**src/fen_string_validator_defines.svh**
```systemverilog
// ----------------------------------------------------------------------------
// FEN string validator assertion macros
// Concurrent assertion shorthands used by the validator top level.
// ----------------------------------------------------------------------------
`ifndef FEN_STRING_VALIDATOR_DEFINES_SVH
`define FEN_STRING_VALIDATOR_DEFINES_SVH

`ifndef SYNTHESIS

// The consequent must hold in the same cycle as the antecedent.
`define FSV_ASSERT_SAME(label, clk, rst_n, ante, cons) \
    label: assert property (@(posedge clk) disable iff (!rst_n) (ante) |-> (cons)) \
        else $error("fen_string_validator: same-cycle check failed");

// The consequent must hold in the cycle after the antecedent.
`define FSV_ASSERT_NEXT(label, clk, rst_n, ante, cons) \
    label: assert property (@(posedge clk) disable iff (!rst_n) (ante) |=> (cons)) \
        else $error("fen_string_validator: next-cycle check failed");

`else

`define FSV_ASSERT_SAME(label, clk, rst_n, ante, cons)
`define FSV_ASSERT_NEXT(label, clk, rst_n, ante, cons)

`endif

`endif

```
**src/fsv_pkg.sv**
```systemverilog
// ----------------------------------------------------------------------------
// FEN string validator package
// Parse state type, character codes and token positions.
// ----------------------------------------------------------------------------
package fsv_pkg;

    // Parse state carried from one byte to the next.
    typedef struct packed {
        logic [2:0] token_index;
        logic       inside_token;
        logic       failed;
        logic [3:0] rank_fill;
        logic [3:0] ranks_done;
        logic [1:0] token_length;
        logic [7:0] first_byte;
        logic [7:0] previous_byte;
    } t_state;

    localparam t_state STATE_RESET = '0;

    // Token positions within the record.
    localparam logic [2:0] TOK_BOARD     = 3'd0;
    localparam logic [2:0] TOK_SIDE      = 3'd1;
    localparam logic [2:0] TOK_CASTLING  = 3'd2;
    localparam logic [2:0] TOK_EN_PASSANT = 3'd3;
    localparam logic [2:0] TOK_HALFMOVE  = 3'd4;
    localparam logic [2:0] TOK_FULLMOVE  = 3'd5;
    localparam logic [2:0] TOKEN_COUNT   = 3'd6;

    // Board geometry.
    localparam logic [3:0] RANK_SQUARES = 4'd8;
    localparam logic [3:0] RANK_COUNT   = 4'd8;

    // Character codes.
    localparam logic [7:0] CH_SPACE = 8'h20;
    localparam logic [7:0] CH_TAB   = 8'h09;
    localparam logic [7:0] CH_CR    = 8'h0D;
    localparam logic [7:0] CH_SLASH = 8'h2F;
    localparam logic [7:0] CH_DASH  = 8'h2D;
    localparam logic [7:0] CH_0     = 8'h30;
    localparam logic [7:0] CH_1     = 8'h31;
    localparam logic [7:0] CH_3     = 8'h33;
    localparam logic [7:0] CH_6     = 8'h36;
    localparam logic [7:0] CH_8     = 8'h38;
    localparam logic [7:0] CH_9     = 8'h39;
    localparam logic [7:0] CH_A_LO  = 8'h61;
    localparam logic [7:0] CH_H_LO  = 8'h68;
    localparam logic [7:0] CH_W     = 8'h77;
    localparam logic [7:0] CH_B     = 8'h62;
    localparam logic [7:0] CH_K_UP  = 8'h4B;
    localparam logic [7:0] CH_Q_UP  = 8'h51;
    localparam logic [7:0] CH_K_LO  = 8'h6B;
    localparam logic [7:0] CH_Q_LO  = 8'h71;
    localparam logic [7:0] CH_P_UP  = 8'h50;
    localparam logic [7:0] CH_N_UP  = 8'h4E;
    localparam logic [7:0] CH_B_UP  = 8'h42;
    localparam logic [7:0] CH_R_UP  = 8'h52;
    localparam logic [7:0] CH_P_LO  = 8'h70;
    localparam logic [7:0] CH_N_LO  = 8'h6E;
    localparam logic [7:0] CH_R_LO  = 8'h72;

endpackage

```
**src/fsv_step.sv**
```systemverilog
// ----------------------------------------------------------------------------
// FEN string validator step logic
// Combinational update of the parse state for one byte, plus the verdict.
// ----------------------------------------------------------------------------
module fsv_step (
    input  fsv_pkg::t_state i_state,
    input  logic [7:0]      i_char,
    input  logic            i_last,
    output fsv_pkg::t_state o_next_state,
    output logic            o_verdict
);

    // A non-space byte: open a token if needed, then check it for its token.
    function automatic fsv_pkg::t_state f_token_byte(fsv_pkg::t_state s, logic [7:0] c);
        fsv_pkg::t_state r;
        logic [4:0]      v_add;
        logic [4:0]      v_sum;
        logic            v_ok;
        r     = s;
        v_add = 5'd0;
        v_sum = 5'd0;
        v_ok  = 1'b1;
        if (!r.inside_token && r.token_index >= fsv_pkg::TOKEN_COUNT) begin
            // A seventh token fails the string at its first byte.
            r.failed = 1'b1;
        end else begin
            if (!r.inside_token) begin
                r.inside_token = 1'b1;
                r.token_length = 2'd0;
                r.first_byte   = c;
                r.rank_fill    = 4'd0;
                r.ranks_done   = 4'd0;
            end
            case (r.token_index)
                fsv_pkg::TOK_BOARD: begin
                    if (c == fsv_pkg::CH_SLASH) begin
                        // A slash closes a full rank.
                        if (r.rank_fill != fsv_pkg::RANK_SQUARES ||
                            r.ranks_done >= fsv_pkg::RANK_COUNT) begin
                            r.failed = 1'b1;
                        end else begin
                            r.ranks_done = r.ranks_done + 4'd1;
                            r.rank_fill  = 4'd0;
                        end
                    end else begin
                        if (c inside {[fsv_pkg::CH_1:fsv_pkg::CH_8]}) begin
                            v_add = {1'b0, c[3:0]};
                        end else if (c inside {fsv_pkg::CH_P_UP, fsv_pkg::CH_N_UP,
                                               fsv_pkg::CH_B_UP, fsv_pkg::CH_R_UP,
                                               fsv_pkg::CH_Q_UP, fsv_pkg::CH_K_UP,
                                               fsv_pkg::CH_P_LO, fsv_pkg::CH_N_LO,
                                               fsv_pkg::CH_B,    fsv_pkg::CH_R_LO,
                                               fsv_pkg::CH_Q_LO, fsv_pkg::CH_K_LO}) begin
                            v_add = 5'd1;
                        end else begin
                            v_ok = 1'b0;
                        end
                        v_sum = {1'b0, r.rank_fill} + v_add;
                        if (!v_ok || v_sum > {1'b0, fsv_pkg::RANK_SQUARES}) begin
                            r.failed = 1'b1;
                        end else begin
                            r.rank_fill = v_sum[3:0];
                        end
                    end
                end
                fsv_pkg::TOK_CASTLING: begin
                    // A dash is allowed only as the first byte.
                    if (!(c inside {fsv_pkg::CH_K_UP, fsv_pkg::CH_Q_UP,
                                    fsv_pkg::CH_K_LO, fsv_pkg::CH_Q_LO} ||
                          (c == fsv_pkg::CH_DASH && r.token_length == 2'd0))) begin
                        r.failed = 1'b1;
                    end
                end
                fsv_pkg::TOK_HALFMOVE, fsv_pkg::TOK_FULLMOVE: begin
                    if (!(c inside {[fsv_pkg::CH_0:fsv_pkg::CH_9]})) begin
                        r.failed = 1'b1;
                    end
                end
                default: begin
                end
            endcase
            if (r.token_length != 2'd3) begin
                r.token_length = r.token_length + 2'd1;
            end
            r.previous_byte = c;
        end
        return r;
    endfunction

    // Close the open token, if any, and apply the end-of-token checks.
    function automatic fsv_pkg::t_state f_close(fsv_pkg::t_state s);
        fsv_pkg::t_state r;
        logic            v_dash;
        r      = s;
        v_dash = (r.token_length == 2'd1) && (r.first_byte == fsv_pkg::CH_DASH);
        if (r.inside_token) begin
            r.inside_token = 1'b0;
            case (r.token_index)
                fsv_pkg::TOK_BOARD: begin
                    // A partial last rank counts if it is full.
                    if (r.rank_fill != 4'd0) begin
                        if (r.rank_fill != fsv_pkg::RANK_SQUARES) begin
                            r.failed = 1'b1;
                        end else begin
                            r.ranks_done = r.ranks_done + 4'd1;
                        end
                    end
                    if (r.ranks_done != fsv_pkg::RANK_COUNT) begin
                        r.failed = 1'b1;
                    end
                end
                fsv_pkg::TOK_SIDE: begin
                    if (!(r.token_length == 2'd1 &&
                          (r.first_byte == fsv_pkg::CH_W || r.first_byte == fsv_pkg::CH_B))) begin
                        r.failed = 1'b1;
                    end
                end
                fsv_pkg::TOK_CASTLING: begin
                    if (r.first_byte == fsv_pkg::CH_DASH && r.token_length != 2'd1) begin
                        r.failed = 1'b1;
                    end
                end
                fsv_pkg::TOK_EN_PASSANT: begin
                    if (!(v_dash ||
                          (r.token_length == 2'd2 &&
                           r.first_byte inside {[fsv_pkg::CH_A_LO:fsv_pkg::CH_H_LO]} &&
                           (r.previous_byte == fsv_pkg::CH_3 ||
                            r.previous_byte == fsv_pkg::CH_6)))) begin
                        r.failed = 1'b1;
                    end
                end
                default: begin
                end
            endcase
            r.token_index = r.token_index + 3'd1;
        end
        return r;
    endfunction

    fsv_pkg::t_state w_after_byte;
    fsv_pkg::t_state w_after_close;
    logic            w_space;

    // Update for the byte itself.
    always_comb begin
        w_space = (i_char == fsv_pkg::CH_SPACE) ||
                  (i_char inside {[fsv_pkg::CH_TAB:fsv_pkg::CH_CR]});
        if (i_state.failed) begin
            w_after_byte = i_state;
        end else if (w_space) begin
            w_after_byte = f_close(i_state);
        end else begin
            w_after_byte = f_token_byte(i_state, i_char);
        end
    end

    // On the last byte, close the final token, give the verdict and restart.
    always_comb begin
        if (w_after_byte.failed) begin
            w_after_close = w_after_byte;
        end else begin
            w_after_close = f_close(w_after_byte);
        end
        o_verdict = !w_after_close.failed &&
                    (w_after_close.token_index == fsv_pkg::TOKEN_COUNT);
        o_next_state = i_last ? fsv_pkg::STATE_RESET : w_after_byte;
    end

endmodule

```
**src/fen_string_validator.sv**
```systemverilog
// Result: registered in the output register once the last byte leaves the input register.
// Throughput: one byte per cycle, unless a last byte waits for room in the output register.
// A result waiting in the output register does not stall bytes that give no result.
// Reset: synchronous, active low; clears the parse state and both valid flags.
// ----------------------------------------------------------------------------
// FEN string validator top level
// Input register, parse state update, and output result register.
// ----------------------------------------------------------------------------
`include "fen_string_validator_defines.svh"

module fen_string_validator (
    input  logic       i_clk,
    input  logic       i_rst_n,
    input  logic       i_valid,
    output logic       o_ready,
    input  logic [7:0] i_char_byte,
    input  logic       i_is_last,
    output logic       o_valid,
    input  logic       i_ready,
    output logic       o_well_formed
);

    logic            r_in_valid;
    logic [7:0]      r_in_char;
    logic            r_in_last;
    fsv_pkg::t_state r_state;
    fsv_pkg::t_state n_state;
    logic            r_out_valid;
    logic            r_well_formed;
    logic            w_verdict;
    logic            w_out_free;
    logic            w_consume;

    // Per-byte parse logic.
    fsv_step u_step (
        .i_state      (r_state),
        .i_char       (r_in_char),
        .i_last       (r_in_last),
        .o_next_state (n_state),
        .o_verdict    (w_verdict)
    );

    // Handshake: a byte leaves the input register unless its result has no room.
    always_comb begin
        w_out_free = !r_out_valid || i_ready;
        w_consume  = r_in_valid && (!r_in_last || w_out_free);
        o_ready    = !r_in_valid || w_consume;
    end

    // Control registers.
    always_ff @(posedge i_clk) begin
        if (!i_rst_n) begin
            r_in_valid  <= 1'b0;
            r_out_valid <= 1'b0;
            r_state     <= fsv_pkg::STATE_RESET;
        end else begin
            if (o_ready) begin
                r_in_valid <= i_valid;
            end
            if (w_consume) begin
                r_state <= n_state;
            end
            if (w_consume && r_in_last) begin
                r_out_valid <= 1'b1;
            end else if (i_ready) begin
                r_out_valid <= 1'b0;
            end
        end
    end

    // Payload registers.
    always_ff @(posedge i_clk) begin
        if (i_valid && o_ready) begin
            r_in_char <= i_char_byte;
            r_in_last <= i_is_last;
        end
        if (w_consume && r_in_last) begin
            r_well_formed <= w_verdict;
        end
    end

    assign o_valid       = r_out_valid;
    assign o_well_formed = r_well_formed;

    // Checks on the internal pipeline.
    `FSV_ASSERT_SAME(a_last_stalls_input, i_clk, i_rst_n, r_in_valid && r_in_last && r_out_valid && !i_ready, !o_ready)
    `FSV_ASSERT_NEXT(a_last_makes_result, i_clk, i_rst_n, w_consume && r_in_last, o_valid && r_state.token_index == fsv_pkg::TOKEN_COUNT - fsv_pkg::TOKEN_COUNT && !r_state.failed && !r_state.inside_token)
    `FSV_ASSERT_SAME(a_token_count_bound, i_clk, i_rst_n, 1'b1, r_state.token_index <= fsv_pkg::TOKEN_COUNT)

endmodule

```
**config.mk**
```make
export PLATFORM = sky130hd
export DESIGN_NAME = fen_string_validator
export DESIGN_NICKNAME = d
export VERILOG_FILES = /design/src/fsv_pkg.sv /design/src/fsv_step.sv /design/src/fen_string_validator.sv
export VERILOG_INCLUDE_DIRS = /design/src /design/src/src
export SDC_FILE = /design/constraint.sdc
export NUM_CORES = 1
export LEC_CHECK = 0
export BUFFER_PORTS_ARGS = -buffer_cell sky130_fd_sc_hd__buf_2
export CAP_MARGIN = 20
export CORE_UTILIZATION = 25
export CTS_CLUSTER_SIZE = 40
export DETAILED_ROUTE_END_ITERATION = 10
export GPL_ROUTABILITY_DRIVEN = 0
export PLACE_DENSITY = 0.37
export SYNTH_ARGS = -nofsm -noshare
export SYNTH_HDL_FRONTEND = slang
export SYNTH_SLANG_ARGS = --single-unit
```
**constraint.sdc**
```tcl
create_clock -name i_clk -period 8.7 [get_ports i_clk]
set_input_delay 0.87 -clock i_clk [delete_from_list [all_inputs] [get_ports i_clk]]
set_output_delay 0.87 -clock i_clk [all_outputs]
set_load 0.005 [all_outputs]
```
==> flow_summary.toml, run 1 <==
[detailed_routing]
dr_total_vias = 3112
drt_iter0_drc = 176
routed_wl_um = 11080
wl_per_cell_um = 19.01
viasPerCell = 5.338
drcViolationCount = 0
ant_nets = 0
firstDrtPassIters = 6

[critical_path]
start_kind = "flip-flop"
criticalPathCategory = "reg2reg"
crit_fanout = 17
critPathArrivalTime_ns = 4.29
required_ns = 8.87
end_kind = "flip-flop"

[timing]
holdWs_ns = 0.5182
layout_min_cycle_time_ns = 4.117
post-route-period-util_pct = 47.32
worst_clock_skew_ns = 0.008136
setup_ws_ns = 4.583
fmax_mhz = 242.9
finalSetupViolations = 0
tightest_slew_ns = 0.7802
hold_viol_final = 0
slew_violations = 0
maxSlewHeadroom_pct = 47.92
finalSetupTns_ns = 0
rsz0062_at_grt = "false"

[pwr]
netSwitchingFraction_pct = 27.91
leakage_nw = 1.382
seqPwrFrac_pct = 45.6
p_int_uw = 357.2
power_density_nw_per_um2 = 129.7
power_frac_clock_pct = 43.8
ir_drop_mv = 0.05551
p_switching_uw = 138.3
fin_total_pwr_uw = 495.5
combPwrFrac_pct = 10.7

[finish]
antenna_cells = 0
final_cell_mix = "nor2b_1, dfxtp_1, nand2_1"
layout-drive-gt1-share_pct = 11.79
area_delta_synth_final_pct = 10.69
mostFrequentLayoutCell = "nor2b_1"
fin_nets = 437
fillers = 1470
finish.utilization_pct = 28.63

[clock_tree]
worstSkewPairLatency_ns = 0.30
ctsHoldBuffers = 0
numCtsBuffers = 5
cts.sinks = 43
cts_resized = 0
h-tree-depth = 2
ctsRootBufferMaster = "clkbuf_16"
post-cts-setup-buffers = 0
path_clk_slew_ns = 0.07
cts_max_path_buffers = 2
cts_tree = "done"

[logic_synthesis]
yosys.area.top_type = "dfxtp_1"
async_reset_ff_share_pct = 0
netlist_area_um2 = 3452
syn_area_per_cell_um2 = 8.545
ys_seq_area_share_pct = 27.84
synth_edf_count = 10
synth_area_leaders = "dfxtp_1, edfxtp_1, ha_1"
synthCells = 404
syn_nets = 435
yosysWarnings = 0
synth_flop_cell = "dfxtp_1"
synth_seq_cells = 43
yosysTopAreaCellShare_pct = 19.14
synthDistinctLibCells = 84

[die]
start_util_pct = 25.86
die_h_um = 119.5
die-area_um2 = 14280
die_w_um = 119.5
placementRows = 42
coreArea_um2 = 13350
io_pins = 16

[placed_design]
pre_cts_ws_ns = 4.603
hpwl_um = 8278
io_buffers = 15

[global_routing]
track_usage_pct = 16.29
grt_pass1_vias = 3034
grt_max_degree = 34
antenna_found_initial = 0
grt_pass1_wl_um = 17520
grt_overflow_total = 0

[flow_run]
maxCapViolations = 0

[min_path]
hp-class = "reg2reg"

[run_status]
status = "complete, no violations"
## cells by family after synthesis
kind of cell | after synthesis | share of synthesized area [%]
AND/OR/NAND/NOR | 173 | 31.42
AO/OA/AOI/OAI | 120 | 26.89
buffers and inverters | 44 | 5.364
flip-flops | 43 | 27.84
adder cells (fa/ha/maj) | 18 | 6.741
XOR/XNOR | 3 | 0.7613
multiplexers | 3 | 0.9785
## critical path, cell delays in order, from the launching register on
cell	delay [ns]
edfxtp_1	0.66
nor4b_1	0.46
o21bai_1	0.17
a22o_1	0.15
ha_1	0.17
inv_1	0.06
fa_1	0.42
xnor2_1	0.21
nor3b_1	0.07
nor3_1	0.33
or3_1	0.22
o211ai_2	0.13
or3b_1	0.40
a311oi_1	0.33
o211a_1	0.19
## final timing paths
check	start	to	slack, ns	cells past startpoint
hold / removal	r_state[13]	r_state[13]	0.52	2
setup reg to reg	r_in_char[2]	o_well_formed	4.58	14
hold reg to reg	r_state[13]	r_state[13]	0.52	2
setup / recovery	r_in_char[2]	o_well_formed	4.58	14
## synthesized netlist by cell type, types with 3 or more instances
master and instances:
and2_1 16, a211oi_1 3, or4_1 3, nor2_1 12
mux2_2 3, o31ai_1 3, o21bai_1 3, nand3b_1 3
a21oi_1 10, a41oi_1 4, nor3b_1 4, nand2b_1 7
nand3_1 10, o211a_1 4, nand2_1 29, and3_1 7
dfxtp_1 33, o2111ai_1 5, a32oi_1 3, o21a_1 3
and4b_1 3, clkbuf_1 17, or3_1 5, nor2b_1 34
inv_1 23, o21ai_0 16, ha_1 17, a22oi_1 23
nand4_1 6, nor4b_1 3, edfxtp_1 10, o21ai_1 3
nor3_1 7, o211ai_1 6
## area by class of cell
type                            count  area (um^2)  share of cell area, %
Multi-Input combinational cell    317         2306                  60.35
Sequential cell                    43        960.9                  25.15
Tap cell                          176        220.2                  5.763
Clock buffer                        6        150.1                  3.929
Inverter                           23        86.33                  2.259
Timing Repair Buffer               16        82.58                  2.161
Clock inverter                      2        15.01                 0.3929
## through the flow
stage                     instances  area, um^2
after floorplan                 404        3452
after detailed placement        575        3656
after global placement          575        3656
after CTS                       583        3821
after global routing            583        3821
final                           583        3821
## routing by layer
layer	vias up	GRT usage (%)	routed length [um]
met4	0	5.547	154
met5	-	0	0
met1	1503	22.60	5357
li1	1542	-	-
met2	57	25.00	4991
met3	10	3.279	577
## state kept, by name, indices dropped and copies added (netlist names)
| signal | flops |
|---|---|
| r_in_char | 8 |
| r_in_valid | 1 |
| r_state | 31 |
| o_valid | 1 |
| o_well_formed | 1 |
| r_in_last | 1 |
## power groups by stage
| stage | sequential, mW | clock, mW | combinational (mW) |
|---|---|---|---|
| 4_1_cts | 0.226 | 0.226 | 0.0532 |
| 2_1_floorplan | 0.219 | 0 | 0.0451 |
| 6_report | 0.226 | 0.217 | 0.0529 |
| 5_1_grt | 0.227 | 0.233 | 0.0585 |
| 3_5_place_dp | 0.230 | 0 | 0.0529 |
| 3_3_place_gp | 0.230 | 0 | 0.0539 |
(Power assumes the default switching activity.)
==> run 2: changes to the inputs <==
- ABC_AREA: default -> 1
- PLACE_DENSITY: 0.37 -> 0.38
- clock period: 8.7 -> 3.55 ns (I/O delays scaled with it)
==> run 2 against run 1 <==
Against the previous run: sequential share of layout area down 2.8 points; fmax rose by 22%; global-route usage up 0.21 points; total power rose to 2.7 times the previous value; via count increased by 23%; routed wire length rose by 5.2%; clock-buffer cell count shrank 1.
==> flow_summary.toml, run 2 <==
[critical_path]
crit_cells = 25
r2r_slack_ns = 0.19
crit_family = "simple AND/OR/NAND/NOR gates"
timing.rr.end = "o_well_formed"
critPathArrivalTime_ns = 3.52
reg2reg_from = "r_in_char[0]"
start_kind = "flip-flop"
required_ns = 3.70
end_kind = "flip-flop"
cp_slowest_cell = "fa_1"
slowest_delay_ns = 0.51
worst-path-buf-inv = 3
ff2ff_path_depth = 25
criticalPathCategory = "reg2reg"
crit_fanout = 6

[timing]
layout_min_cycle_time_ns = 3.365
setup_ws_ns = 0.1852
slew_violations = 0
holdWs_ns = 0.2244
maxSlewHeadroom_pct = 42.94
hold_viol_final = 0
finalSetupViolations = 0
worst_clock_skew_ns = 0.009170
fmax_mhz = 297.2
tightest_slew_ns = 0.8528
finalSetupTns_ns = 0
post-route-period-util_pct = 94.78
rsz0062_at_grt = "true"

[clock_tree]
h-tree-depth = 2
cts_tree = "done"
ctsRootBufferMaster = "clkbuf_16"
ctsHoldBuffers = 0
worstSkewPairLatency_ns = 0.30
numCtsBuffers = 5
cts_max_path_buffers = 2
cts.sinks = 43
path_clk_slew_ns = 0.07

[logic_synthesis]
synth_common_cells = "nand2_1, inv_1, nand3_1"
synth_flop_cell = "dfxtp_1"
syn_area_per_cell_um2 = 6.027
synthMostInstantiatedCell = "nand2_1"
netlist_area_um2 = 3622
synth_area_leaders = "nand2_1, dfxtp_1, edfxtp_1"
yosysWarnings = 0
async_reset_ff_share_pct = 0
synthCells = 601
yosysTopAreaCellShare_pct = 21.55
synthDistinctLibCells = 38
synth_edf_count = 10
syn_nets = 632
ys_seq_area_share_pct = 26.53
synth_seq_cells = 43
yosys.area.top_type = "nand2_1"

[die]
die_h_um = 122.4
die_w_um = 122.4
io_pins = 16
coreArea_um2 = 13990
die-area_um2 = 14970
start_util_pct = 25.89
placementRows = 43

[detailed_routing]
wl_per_cell_um = 14.34
drt_iter0_drc = 189
routed_wl_um = 11660
ant_nets = 0
drcViolationCount = 0
met1_length_um = 5592
viasPerCell = 4.700
top_layer_used = "met4"
dr_total_vias = 3821
route.met3.wl_um = 335
met2_length_um = 5566
firstDrtPassIters = 4

[finish]
finish.utilization_pct = 30.75
largestRegisters = "r_state: 31 flops, r_in_char: 8 flops"
area_delta_synth_final_pct = 18.76
layout-drive-gt1-share_pct = 15.32
antenna_cells = 0
mostFrequentLayoutCell = "nand2_1"
fillers = 1578
largest-register = "r_state"
fin_nets = 663
largest_register_ffs = 31
final_cell_mix = "nand2_1, inv_1, nand3_1"

[global_routing]
track_usage_pct = 16.50
grt_pass1_wl_um = 18640
grt_overflow_total = 0
antenna_found_initial = 0
grt_max_degree = 31
grt_pass1_vias = 3614

[placed_design]
pre_cts_ws_ns = 0.02884
io_buffers = 15
hpwl_um = 8918

[min_path]
hp-start = "i_is_last"
hp-class = "in2reg"
hold_end = "r_in_last"
hold_depth = 1

[pwr]
ir_drop_mv = 0.1645
leakage_nw = 1.958
power_density_nw_per_um2 = 311.4

[flow_run]
maxCapViolations = 0

[run_status]
status = "complete, no violations"
[run 2: cell count changes in the layout (fill, tap and decap cells not counted), sizes merged, moves of 7 or more]
cell    previous run  this run
a21oi             10        43
a22oi             23         0
and2              17         0
buf               16        41
inv               25        82
nand2             30       213
nand2b             7         0
nand3             11        56
nand4              6        25
nor2              12        53
nor2b             34         0
[run 2: report_power, final]
group          total [mW]  switching [mW]  internal [mW]
clock network       0.567           0.231          0.335
logic               0.236           0.157         0.0796
registers           0.537          0.0193          0.518
[run 2: routing by layer]
metal,track usage [%],up-vias
li1,-,2011
met1,20.71,1762
met2,28.51,38
met3,2.556,10
met4,5.564,0
met5,0,-
[run 2: final cells by class]
class                           count  area [um^2]  share of cell area [%]
Sequential cell                    43        960.9                   22.34
Timing Repair Buffer               41        281.5                   6.544
Inverter                           81        306.5                   7.126
Clock inverter                      3        46.29                   1.076
Clock buffer                        5        125.1                   2.909
Tap cell                          180        225.2                   5.236
Multi-Input combinational cell    460         2356                   54.77
[run 2: worst max-delay path by stage]
stage / slack, ns / endpoint / startpoint
after global placement: 0.16 / o_well_formed / r_in_char[0]
after detailed placement: 0.03 / o_well_formed / r_in_char[6]
final: 0.19 / o_well_formed / r_in_char[0]
after floorplan: 0.31 / o_well_formed / r_in_char[1]
after global routing: -0.08 / o_well_formed / r_in_char[0]
after CTS: 0.02 / o_well_formed / r_in_char[7]
[run 2: kinds of logic (layout without fill, tap and decap cells)]
| family | Yosys count | count (layout) | share of synthesized area [%] |
|---|---|---|---|
| buf+inv | 98 | 130 | 10.92 |
| xor+xnor | 2 | 2 | 0.4837 |
| simple gates | 365 | 365 | 44.18 |
| flops | 43 | 43 | 26.53 |
| fa+ha+maj | 18 | 18 | 6.425 |
| compound gates | 75 | 75 | 11.47 |
[run 2: metrics by stage]
| step | std cells | area (um^2) | power, mW |
|---|---|---|---|
| 3_5_place_dp | 793 | 3939 | 0.7641 |
| 3_3_place_gp | 793 | 3939 | 0.7658 |
| 2_1_floorplan | 601 | 3622 | 0.7001 |
| 5_1_grt | 813 | 4302 | 1.411 |
| 4_1_cts | 801 | 4115 | 1.349 |
| 6_report | 813 | 4302 | 1.340 |
[run 2: repair_timing]
item | 4_1_cts | 5_1_grt
gates resized for setup | 1 | 29
endpoints found under the setup margin | 1 | 1
pin swaps | 0 | 19
buffers inserted | 0 | 11
==> run 3: changes to the inputs <==
- RECOVER_POWER: default -> 100
==> run 3 against run 2 <==
Against the previous run: clock skew rose by 0.0012 ns; routed wire length did not move; global-route usage did not move; die area did not move; sequential share of layout area rose by 0.15 points; fmax fell by 0.21%; worst setup slack got worse by 0.0071 ns; register-to-register slack barely moved; total power fell by 0.19%; core utilization fell by 0.21 points; clock power barely moved; first-iteration DRC count fell by 1.1%.
==> flow_summary.toml, run 3 (synthesis gave the netlist of run 2 again) <==
[detailed_routing]
drcViolationCount = 0
firstDrtPassIters = 5
viasPerCell = 4.726
wl_per_cell_um = 14.34
drt_iter0_drc = 187
ant_nets = 0
routed_wl_um = 11660
dr_total_vias = 3842

[clock_tree]
cts_max_path_buffers = 2
ctsRootBufferMaster = "clkbuf_16"
numCtsBuffers = 5
h-tree-depth = 2
cts_tree = "done"
worstSkewPairLatency_ns = 0.31
cts.sinks = 43
path_clk_slew_ns = 0.07

[min_path]
hold_depth = 1
hp-class = "in2reg"
hp-start = "i_is_last"
hold_end = "r_in_last"

[critical_path]
required_ns = 3.70
crit_fanout = 6
start_kind = "flip-flop"
ff2ff_path_depth = 25
slowest_delay_ns = 0.51
reg2reg_from = "r_in_char[0]"
timing.rr.end = "o_well_formed"
critPathArrivalTime_ns = 3.52
end_kind = "flip-flop"
r2r_slack_ns = 0.18
criticalPathCategory = "reg2reg"
cp_slowest_cell = "fa_1"

[die]
die-area_um2 = 14970
placementRows = 43
io_pins = 16
start_util_pct = 25.89
die_w_um = 122.4
die_h_um = 122.4
coreArea_um2 = 13990

[global_routing]
antenna_found_initial = 0
use_met1_pct = 20.71
use_met3_pct = 2.556
track_usage_pct = 16.50
grt-busiest-layer = "met2"
grt_overflow_total = 0
grt_pass1_vias = 3614
use_met2_pct = 28.51
grt_pass1_wl_um = 18640
grt_max_degree = 31

[finish]
area_delta_synth_final_pct = 17.96
largest_register_ffs = 31
fin_nets = 663
antenna_cells = 0
largest-register = "r_state"
final_cell_mix = "nand2_1, inv_1, nand3_1"
finish.utilization_pct = 30.55
largestRegisters = "r_state: 31 flops, r_in_char: 8 flops"
layout-drive-gt1-share_pct = 13.90
mostFrequentLayoutCell = "nand2_1"

[pwr]
fin_total_pwr_mw = 1.337
ir_drop_mv = 0.1644
power_density_nw_per_um2 = 312.9
leakage_nw = 1.934

[timing]
post-route-period-util_pct = 94.98
hold_viol_final = 0
maxSlewHeadroom_pct = 43.81
finalSetupViolations = 0
worst_clock_skew_ns = 0.01034
tightest_slew_ns = 0.8398
rsz0062_at_grt = "true"
layout_min_cycle_time_ns = 3.372
finalSetupTns_ns = 0
fmax_mhz = 296.6
slew_violations = 0

[flow_run]
maxCapViolations = 0

[placed_design]
hpwl_um = 8918
io_buffers = 15

[run_status]
status = "complete, no violations"
==> run 3: repair_timing <==
action | in CTS | in global routing
gates resized for setup | 1 | 29
endpoints found under the setup margin | 1 | 1
cloned | 0 | 0
setup buffers | 0 | 11
pin swaps | 0 | 19
hold buffers | 0 | 0
==> run 3: worst max path at each step <==
stage / cells after the start / to / startpoint / slack [ns]
final: 25 / o_well_formed / r_in_char[0] / 0.18
after global placement: 25 / o_well_formed / r_in_char[0] / 0.16
after detailed placement: 25 / o_well_formed / r_in_char[6] / 0.03
after global routing: 25 / o_well_formed / r_in_char[0] / -0.08
after CTS: 25 / o_well_formed / r_in_char[7] / 0.02
after floorplan: 27 / o_well_formed / r_in_char[1] / 0.31
==> run 3: critical path, delay by kind of cell (launching register included) <==
kind / cells / cell delay (ns)
and+or+nand+nor: 18 / 1.61
adders and majority gates: 2 / 0.70
DFF: 1 / 0.46
AOI/OAI and AO/OA: 2 / 0.27
buffers and inverters: 3 / 0.19
==> run 3: where the power goes <==
part	switching (mW)	leakage [nW]	internal, mW
logic	0.155	1.49	0.0773
registers	0.0192	0.364	0.518
clock network	0.232	0.0804	0.335
==> run 3: layer usage <==
layer  up-vias  routed length [um]
met4         0                 160
met5         -                   0
met1      1766                5636
li1       2016                   -
met2        50                5558
met3        10                 302
==> run 3: final cells by class <==
class                           count  area (um^2)
Inverter                           81        306.5
Fill cell                        1581         9716
Timing Repair Buffer               41        257.7
Clock inverter                      3        46.29
Multi-Input combinational cell    460         2351
Clock buffer                        5        125.1
Tap cell                          180        225.2
Sequential cell                    43        960.9
==> run 3: stage by stage <==
stage | std cells | instance area [um^2] | worst slack, ns | hold slack [ns]
2_1_floorplan | 601 | 3622 | 0.3093 | 0.4453
3_3_place_gp | 793 | 3939 | 0.1557 | 0.4553
3_5_place_dp | 793 | 3939 | 0.02884 | 0.4567
4_1_cts | 801 | 4115 | 0.01993 | 0.2119
5_1_grt | 813 | 4273 | -0.07630 | 0.2102
6_report | 813 | 4273 | 0.1781 | 0.2233
